<file path="src/speed_ramp_with_brake_cap_top_defines.svh">
// ----------------------------------------------------------------------------
// Speed ramp assertion macros
// Shared property wrappers for the speed ramp block checks.
// ----------------------------------------------------------------------------
`ifndef SPEED_RAMP_WITH_BRAKE_CAP_TOP_DEFINES_SVH
`define SPEED_RAMP_WITH_BRAKE_CAP_TOP_DEFINES_SVH

// Same-cycle implication, checked out of reset.
`define SRBC_ASSERT_NOW(label, ante, cons, msg) \
    label: assert property (@(posedge clk) disable iff (!rst_n) (ante) |-> (cons)) \
        else $error(msg);

// Next-cycle implication, checked out of reset.
`define SRBC_ASSERT_NEXT(label, ante, cons, msg) \
    label: assert property (@(posedge clk) disable iff (!rst_n) (ante) |=> (cons)) \
        else $error(msg);

`endif

</file>
<file path="src/srbc_pkg.sv">
// ----------------------------------------------------------------------------
// Speed ramp package
// Constants, control word layout and microcode program of the speed ramp.
// ----------------------------------------------------------------------------
package srbc_pkg;

    localparam int INTERVAL_FRAC_BITS = 24;
    localparam int SPEED_W = 32;
    localparam int OP_W = 2;
    localparam int PC_W = 4;
    localparam int SQ_CNT_W = 5;

    // request opcodes
    localparam logic [OP_W-1:0] OP_TICK    = 2'd0;
    localparam logic [OP_W-1:0] OP_SET_CUR = 2'd1;
    localparam logic [OP_W-1:0] OP_SET_TGT = 2'd2;
    localparam logic [OP_W-1:0] OP_BRAKE   = 2'd3;

    // datapath micro-operations
    localparam logic [3:0] UOP_NOP     = 4'd0;
    localparam logic [3:0] UOP_MUL     = 4'd1;
    localparam logic [3:0] UOP_TICK    = 4'd2;
    localparam logic [3:0] UOP_SET_CUR = 4'd3;
    localparam logic [3:0] UOP_SET_TGT = 4'd4;
    localparam logic [3:0] UOP_SQ_INIT = 4'd5;
    localparam logic [3:0] UOP_SQ_STEP = 4'd6;
    localparam logic [3:0] UOP_BRAKE   = 4'd7;
    localparam logic [3:0] UOP_EMIT    = 4'd8;

    // sequencing conditions
    localparam logic [2:0] COND_NEXT     = 3'd0;
    localparam logic [2:0] COND_GOTO     = 3'd1;
    localparam logic [2:0] COND_ACCEPT   = 3'd2;
    localparam logic [2:0] COND_DISPATCH = 3'd3;
    localparam logic [2:0] COND_LOOP     = 3'd4;
    localparam logic [2:0] COND_OUT      = 3'd5;

    // program addresses
    localparam logic [PC_W-1:0] PC_FETCH    = 4'd0;
    localparam logic [PC_W-1:0] PC_DISPATCH = 4'd1;
    localparam logic [PC_W-1:0] PC_TICK_MUL = 4'd2;
    localparam logic [PC_W-1:0] PC_TICK_UPD = 4'd3;
    localparam logic [PC_W-1:0] PC_SET_CUR  = 4'd4;
    localparam logic [PC_W-1:0] PC_SET_TGT  = 4'd5;
    localparam logic [PC_W-1:0] PC_BRK_MUL  = 4'd6;
    localparam logic [PC_W-1:0] PC_SQ_INIT  = 4'd7;
    localparam logic [PC_W-1:0] PC_SQ_STEP  = 4'd8;
    localparam logic [PC_W-1:0] PC_BRK_UPD  = 4'd9;
    localparam logic [PC_W-1:0] PC_EMIT     = 4'd10;

    typedef struct packed {
        logic [3:0]      uop;
        logic [2:0]      cond;
        logic [PC_W-1:0] target;
    } ctrl_word_t;

    function automatic ctrl_word_t ucode_rom(input logic [PC_W-1:0] pc);
        ctrl_word_t w;
        case (pc)
            PC_FETCH:    w = '{UOP_NOP,     COND_ACCEPT,   PC_DISPATCH};
            PC_DISPATCH: w = '{UOP_NOP,     COND_DISPATCH, PC_FETCH};
            PC_TICK_MUL: w = '{UOP_MUL,     COND_NEXT,     PC_FETCH};
            PC_TICK_UPD: w = '{UOP_TICK,    COND_GOTO,     PC_EMIT};
            PC_SET_CUR:  w = '{UOP_SET_CUR, COND_GOTO,     PC_EMIT};
            PC_SET_TGT:  w = '{UOP_SET_TGT, COND_GOTO,     PC_EMIT};
            PC_BRK_MUL:  w = '{UOP_MUL,     COND_NEXT,     PC_FETCH};
            PC_SQ_INIT:  w = '{UOP_SQ_INIT, COND_NEXT,     PC_FETCH};
            PC_SQ_STEP:  w = '{UOP_SQ_STEP, COND_LOOP,     PC_FETCH};
            PC_BRK_UPD:  w = '{UOP_BRAKE,   COND_NEXT,     PC_FETCH};
            PC_EMIT:     w = '{UOP_EMIT,    COND_OUT,      PC_FETCH};
            default:     w = '{UOP_NOP,     COND_GOTO,     PC_FETCH};
        endcase
        return w;
    endfunction

    function automatic logic [PC_W-1:0] dispatch_pc(input logic [OP_W-1:0] op);
        logic [PC_W-1:0] pc;
        case (op)
            OP_TICK:    pc = PC_TICK_MUL;
            OP_SET_CUR: pc = PC_SET_CUR;
            OP_SET_TGT: pc = PC_SET_TGT;
            OP_BRAKE:   pc = PC_BRK_MUL;
            default:    pc = PC_FETCH;
        endcase
        return pc;
    endfunction

endpackage

</file>
<file path="src/speed_ramp_with_brake_cap_top.sv">
// Sequence: a tick passes through dispatch, multiply, update and emit steps; a speed or
// target write through dispatch, write and emit; a brake request through dispatch, multiply,
// the 32-step square root loop, update and emit. The emit step waits while the output register
// is full; a new request is taken once the previous result is in the output register.
// Reset: rst_n clears speeds and acceleration to zero, sets complete, empties output.
// ----------------------------------------------------------------------------
// Speed ramp with braking-distance cap
// Microcoded slew limiter for Q16.16 speeds with a serial square root unit.
// ----------------------------------------------------------------------------
`include "speed_ramp_with_brake_cap_top_defines.svh"

module speed_ramp_with_brake_cap_top (
    input  logic                                clk,
    input  logic                                rst_n,
    // configuration write channel (max acceleration)
    input  logic                                cfg_valid,
    output logic                                cfg_ready,
    input  logic [31:0]                         cfg_data,
    // request channel
    input  logic                                in_valid,
    output logic                                in_ready,
    input  logic [srbc_pkg::OP_W-1:0]           op,
    input  logic signed [srbc_pkg::SPEED_W-1:0] value_in,
    // result channel
    output logic                                out_valid,
    input  logic                                out_ready,
    output logic signed [srbc_pkg::SPEED_W-1:0] current_speed_out,
    output logic signed [srbc_pkg::SPEED_W-1:0] target_speed_out,
    output logic                                complete_out
);
    import srbc_pkg::*;

    // ------------------------------------------------------------------
    // Sequencer: the step counter addresses the microcode ROM; each
    // control word selects one datapath action and how to advance.
    // ------------------------------------------------------------------
    logic [PC_W-1:0]     pc_reg, pc_next;
    ctrl_word_t          cw;

    // architectural state
    logic [31:0]         accel_reg;
    logic [SPEED_W-1:0]  cur_reg, cur_next;
    logic [SPEED_W-1:0]  tgt_reg, tgt_next;
    logic                done_reg, done_next;

    // request latch and working registers (payload, no reset)
    logic [OP_W-1:0]     op_reg;
    logic [SPEED_W-1:0]  val_reg;
    logic [62:0]         prod_reg;
    logic [32:0]         diff_reg;
    logic [63:0]         rad_reg;
    logic [34:0]         rem_reg;
    logic [31:0]         root_reg;
    logic [SQ_CNT_W-1:0] sq_cnt_reg;

    // output register
    logic                out_valid_reg;
    logic [SPEED_W-1:0]  out_cur_reg;
    logic [SPEED_W-1:0]  out_tgt_reg;
    logic                out_done_reg;

    logic                in_fire;
    logic                out_free;
    logic                out_load;

    // datapath intermediates
    logic [30:0]         mul_opnd;
    logic [63:0]         step64;
    logic [32:0]         gap;
    logic [32:0]         step33;
    logic [33:0]         cur_ext;
    logic [33:0]         ramp_sum;
    logic [SPEED_W-1:0]  ramp_sat;
    logic [34:0]         rem_sh;
    logic [34:0]         trial;
    logic                trial_ok;
    logic                cap_ok;

    assign cw        = ucode_rom(pc_reg);
    assign cfg_ready = 1'b1;
    assign in_ready  = (pc_reg == PC_FETCH);
    assign in_fire   = in_valid && in_ready;
    assign out_free  = !out_valid_reg || out_ready;
    assign out_load  = (cw.uop == UOP_EMIT) && out_free;

    assign out_valid         = out_valid_reg;
    assign current_speed_out = out_cur_reg;
    assign target_speed_out  = out_tgt_reg;
    assign complete_out      = out_done_reg;

    // Advance the step counter.
    always_comb
    begin
        pc_next = pc_reg;
        case (cw.cond)
            COND_NEXT:     pc_next = pc_reg + 1'b1;
            COND_GOTO:     pc_next = cw.target;
            COND_ACCEPT:   pc_next = in_fire ? cw.target : pc_reg;
            COND_DISPATCH: pc_next = dispatch_pc(op_reg);
            COND_LOOP:     pc_next = (sq_cnt_reg == '0) ? pc_reg + 1'b1 : pc_reg;
            COND_OUT:      pc_next = out_free ? cw.target : pc_reg;
            default:       pc_next = PC_FETCH;
        endcase
    end

    // ------------------------------------------------------------------
    // Datapath
    // ------------------------------------------------------------------
    // Clamp negative interval or distance to zero.
    assign mul_opnd = val_reg[31] ? 31'd0 : val_reg[30:0];

    // Tick: step is accel * interval with the interval fraction dropped.
    assign step64   = 64'(prod_reg >> INTERVAL_FRAC_BITS);
    assign gap      = diff_reg[32] ? (33'd0 - diff_reg) : diff_reg;
    // When a partial step is taken, step <= gap < 2^33.
    assign step33   = step64[32:0];
    assign cur_ext  = {{2{cur_reg[31]}}, cur_reg};
    assign ramp_sum = diff_reg[32] ? (cur_ext - {1'b0, step33})
                                   : (cur_ext + {1'b0, step33});

    // Saturate to the signed 32-bit range.
    always_comb
    begin
        if (!ramp_sum[33] && (ramp_sum[32:31] != 2'b00))
        begin
            ramp_sat = 32'h7FFF_FFFF;
        end
        else if (ramp_sum[33] && (ramp_sum[32:31] != 2'b11))
        begin
            ramp_sat = 32'h8000_0000;
        end
        else
        begin
            ramp_sat = ramp_sum[31:0];
        end
    end

    // One digit of the restoring square root per step.
    assign rem_sh   = {rem_reg[32:0], rad_reg[63:62]};
    assign trial    = {1'b0, root_reg, 2'b01};
    assign trial_ok = (rem_sh >= trial);

    // Brake cap applies only below the positive limit and below the target.
    assign cap_ok = (root_reg < 32'h7FFF_FFFF)
                 && ($signed({1'b0, root_reg}) < $signed({tgt_reg[31], tgt_reg}));

    // Next architectural state.
    always_comb
    begin
        cur_next  = cur_reg;
        tgt_next  = tgt_reg;
        done_next = done_reg;
        case (cw.uop)
            UOP_TICK:
            begin
                // Hold a completed ramp; snap when the gap is below one step.
                if (!done_reg)
                begin
                    if (64'(gap) < step64)
                    begin
                        cur_next  = tgt_reg;
                        done_next = 1'b1;
                    end
                    else if (diff_reg != '0)
                    begin
                        cur_next = ramp_sat;
                    end
                end
            end
            UOP_SET_CUR:
            begin
                if (cur_reg != val_reg)
                begin
                    cur_next  = val_reg;
                    done_next = 1'b0;
                end
            end
            UOP_SET_TGT:
            begin
                if (tgt_reg != val_reg)
                begin
                    tgt_next  = val_reg;
                    done_next = 1'b0;
                end
            end
            UOP_BRAKE:
            begin
                if (cap_ok)
                begin
                    tgt_next  = root_reg;
                    done_next = 1'b0;
                end
            end
            default:
            begin
                cur_next = cur_reg;
            end
        endcase
    end

    // Control and architectural state.
    always_ff @(posedge clk or negedge rst_n)
    begin
        if (!rst_n)
        begin
            pc_reg        <= PC_FETCH;
            accel_reg     <= '0;
            cur_reg       <= '0;
            tgt_reg       <= '0;
            done_reg      <= 1'b1;
            out_valid_reg <= 1'b0;
        end
        else
        begin
            pc_reg   <= pc_next;
            cur_reg  <= cur_next;
            tgt_reg  <= tgt_next;
            done_reg <= done_next;
            if (cfg_valid && cfg_ready)
            begin
                accel_reg <= cfg_data;
            end
            if (out_load)
            begin
                out_valid_reg <= 1'b1;
            end
            else if (out_ready)
            begin
                out_valid_reg <= 1'b0;
            end
        end
    end

    // Working registers and output payload.
    always_ff @(posedge clk)
    begin
        if (in_fire)
        begin
            op_reg  <= op;
            val_reg <= value_in;
        end
        case (cw.uop)
            UOP_MUL:
            begin
                prod_reg <= 63'(accel_reg) * 63'(mul_opnd);
                diff_reg <= {tgt_reg[31], tgt_reg} - {cur_reg[31], cur_reg};
            end
            UOP_SQ_INIT:
            begin
                // Radicand is 2 * accel * distance.
                rad_reg    <= {prod_reg, 1'b0};
                rem_reg    <= '0;
                root_reg   <= '0;
                sq_cnt_reg <= SQ_CNT_W'(31);
            end
            UOP_SQ_STEP:
            begin
                rad_reg    <= {rad_reg[61:0], 2'b00};
                rem_reg    <= trial_ok ? (rem_sh - trial) : rem_sh;
                root_reg   <= {root_reg[30:0], trial_ok};
                sq_cnt_reg <= sq_cnt_reg - 1'b1;
            end
            default:
            begin
                rad_reg <= rad_reg;
            end
        endcase
        if (out_load)
        begin
            out_cur_reg  <= cur_reg;
            out_tgt_reg  <= tgt_reg;
            out_done_reg <= done_reg;
        end
    end

    // ------------------------------------------------------------------
    // Checks
    // ------------------------------------------------------------------
    `SRBC_ASSERT_NOW(a_done_means_equal, done_reg, cur_reg == tgt_reg,
        "complete flag set while speeds differ")
    `SRBC_ASSERT_NEXT(a_accept_dispatch, in_fire, pc_reg == PC_DISPATCH,
        "accepted request did not reach dispatch")
    `SRBC_ASSERT_NEXT(a_sqrt_exit, (pc_reg == PC_SQ_STEP) && (sq_cnt_reg == '0),
        pc_reg == PC_BRK_UPD, "square root loop did not exit on last digit")

endmodule

</file>
<file path="config.mk">
export PLATFORM = sky130hd
export DESIGN_NAME = speed_ramp_with_brake_cap_top
export DESIGN_NICKNAME = d
export VERILOG_FILES = /design/src/srbc_pkg.sv /design/src/speed_ramp_with_brake_cap_top.sv
export VERILOG_INCLUDE_DIRS = /design/src /design/src/src
export SDC_FILE = /design/constraint.sdc
export NUM_CORES = 2
export LEC_CHECK = 0
export BUFFER_PORTS_ARGS = -buffer_cell sky130_fd_sc_hd__buf_2
export CAP_MARGIN = 20
export CORE_UTILIZATION = 50
export CTS_BUF_LIST = sky130_fd_sc_hd__clkbuf_4 sky130_fd_sc_hd__clkbuf_8
export DETAILED_ROUTE_END_ITERATION = 10
export PLACE_DENSITY = 0.66
export SYNTH_ARGS = -nofsm -noshare
export SYNTH_HDL_FRONTEND = slang
export SYNTH_SLANG_ARGS = --single-unit
</file>
<file path="constraint.sdc">
create_clock -name clk -period 15.9 [get_ports clk]
set_input_delay 2.385 -clock clk [delete_from_list [all_inputs] [get_ports clk]]
set_output_delay 2.385 -clock clk [all_outputs]
set_load 0.05 [all_outputs]
</file>
==> summary.md <==
| Metric | Value |
|---|---|
| Status | complete, no violations |
| Final Hold Viols | 0 |
| Max_cap viols | 0 |
| Buffers on Ports | between 100 and 150 |
| Crit path kind | reg2reg |
| Top cells by area, synth | fa_1 30%, edfxtp_1 17%, ha_1 9.3% |
| TritonCTS Sinks | 430 |
| Layout Skew | 0.06121 ns |
| Final Wtd Congestion | 0.9786 |
| Worst Tran Pin Value | approximately 1.2 ns |
| Nets | 7345 |
| Setup bufs post-CTS | 0 |
| Post-synthesis cell area | 57380 um2 |
| TritonRoute pass-1 iters | 5 |
| Global-route wire length before repair | approximately 270 mm |
| Cts repair resizes | 0 |
| Critical Path AT | between 9 and 10 ns |
| Multi-input combinational cell area | 40180 um2 |
| Max Root-Sink Buffers | 3 |
| IO Pins | 139 |
| FP Rows | 123 |
| Initial antenna violation count | 7 |
| Total Wirelength | between 150 and 200 mm |
| Clk_lat worst skew | 0.76 ns |
| Ratio of cells with drive above 1 in the final layout | 8.059% |
| Die area | 116100 um2 |
| Critical Path Max Stage Delay | slightly above 0.8 ns |
| Level count of the clock H-tree | 3 |
| Share of synthesized registers carrying an async set or reset | 23.72% |
| Max-slew headroom | 20.65% |
| Routed Antenna Nets | 0 |
| Startpoint types | flop |
| Post-synthesis cell type count | 96 |
| Critical path's top delay family | adder cells |
| Synth warnings | 0 |
| Cts hold-fix bufs | 0 |
| Crit path top cell by count | fa_1 |
| Dpl hpwl | 125.7 mm |
| CORE AREA | 113100 um2 |
| P&R area growth vs syn | 6.826% |
| Fill cell count | 10186 |
| CTS Root Cell | clkbuf_8 |
| Min Tclk post-route | around 9.3 ns |
| Top_reg_cell synth | edfxtp_1 |
| Synthesis-stage register bit count | 430 |
| Mapped Cells | ~6000 |
| Worst-path maximum fanout | 34 |
| CP max stage cell | nor2b_2 |
| CP bufs+invs | 6 |
| Placed Cells incl. Taps | 7393 |
| Synth top area share | between 30 and 40% |
| CTS clock-pin slew for the worst setup and hold paths | 0.06 ns |
| Num CTS Buffers | 82 |
| Initial Util | 50.72% |
| Sum Neg Setup Slack | 0 ns |
| Post-place setup slack | 6.670 ns |
| Max Freq | around 0.11 GHz |
| Post-synth EDFFs | 328 |
| Hold Crit Class | reg2reg |
| Max-slew violations | 0 |
| Total number of vias | 43133 |
| Die height | 340.8 um |
| Syn Nets | ~7300 |
| Worst EP required | between 15 and 20 ns |
| Fin crit share | approximately three fifths |
| Critical Path End Type | flop |
| Cell taking the most area after synthesis | fa_1 |
| Core Util, Final | between 50 and 60% |
| GRT overflow | 0 |
| Drt drc | 0 |
| Sequential cell area fraction in the yosys report | 21.62% |
| Average size of a mapped cell | 9.609 um2 |
| RSZ-0062 raised after global routing | false |
| Final worst slack | 6.618 ns |
| CTS tree | yes |
| Non-filler instance count after layout | 7548 |
| Largest net degree at the start of global routing | 134 |
| Routed length per placed instance | around 23 um |
| Number of vias per cell | 5.714 |
| Vias in the first global route | 44670 |
| Starting DRC count in detailed routing | 3614 |
| Global Route Usage Sum | 30.24% |
| Reg area | 12410 um2 |
| Die width | about 340 um |
| Final setup viols | 0 |
-- placed cells by master (no fill, tap or decap), types with 143 or more instances in the layout --
cell	synthesis	final
fa_1	868	868
edfxtp_1	328	328
inv_1	1005	1005
and2_1	569	569
o21ai_0	143	143
ha_1	427	427
a21oi_1	217	216
xnor2_1	203	203
nand2_1	702	701
nor2_1	244	243
-- through the flow --
| stage | hold slack, ns | instance area [um2] |
|---|---|---|
| floorplan | 0.4708 | 57380 |
| global placement | 0.4930 | 59540 |
| detailed placement | 0.4979 | 59560 |
| CTS | 0.4929 | 61230 |
| global route | 0.4979 | 61290 |
| finish | 0.4816 | 61290 |
-- per-layer routing --
metal  global-route usage [%]  routed length [um]
met1                    41.37               71430
met2                    48.08               78080
met3                    4.947               15020
met4                    12.11                7251
met5                        0                  34
-- logic make-up (layout without fill, tap and decap cells) --
family / count (synthesis) / after routing / share of synthesized area [%]
AO/OA/AOI/OAI: 756 / 756 / 8.710
adder cells (fa/ha/maj): 1295 / 1295 / 39.60
buffers and inverters: 1303 / 1375 / 8.640
XOR/XNOR: 264 / 264 / 4.043
AND/OR/NAND/NOR: 1847 / 1847 / 16.00
multiplexers: 75 / 75 / 1.383
flip-flops: 430 / 430 / 21.62
other: 1 / 6 / 0.006536
-- worst paths after layout --
| path | start | to | slack [ns] | cells after the start |
|---|---|---|---|---|
| setup / recovery | val_reg[31] | prod_reg[62] | 6.62 | 28 |
| setup reg to reg | val_reg[31] | prod_reg[62] | 6.62 | 28 |
| min in group asynchronous | rst_n | accel_reg[6] | 1.67 | 1 |
| hold reg to reg | prod_reg[18] | rad_reg[19] | 0.48 | 2 |
| max in group asynchronous | rst_n | tgt_reg[0] | 12.65 | 2 |
| hold / removal | prod_reg[18] | rad_reg[19] | 0.48 | 2 |
-- Yosys cell counts, types with 13 or more instances --
cell type  instances
nor4_1            20
and2_1           569
mux2i_1           41
mux2_2            34
edfxtp_1         328
xnor2_1          203
nand4_1           46
or3_1             19
o21a_1            24
and3_1            25
a21o_1           125
nor2_1           244
clkbuf_1         272
a21oi_1          217
ha_1             427
o211ai_1          13
o21ai_0          143
nand3_1           49
nor3_1            30
o21bai_1          18
inv_1           1005
a31oi_1           46
a211oi_1          26
o221ai_1          13
dfrtp_1          101
o221ai_2          15
xor2_1            60
nand2_1          702
nor2b_1           63
nand2b_1          37
fa_1             868
-- final cells by class --
cell class / count / area share (%)
inverters: 1007 / 6.167
well taps: 1500 / 3.062
repair buffers: 220 / 2.221
multi-input cells: 4238 / 65.55
clock buffers: 111 / 2.248
diodes: 5 / 0.02041
flip-flops and latches: 430 / 20.25
clock inverters: 37 / 0.4736
-- worst min-delay path, cell delays in order (launching register included) --
cell	delay, ns
edfxtp_1	0.32
nand2_1	0.04
nand2_1	0.05
Power is not shown: default switching activity piles up to over one toggle a cycle in this logic, so the estimate is an artifact.
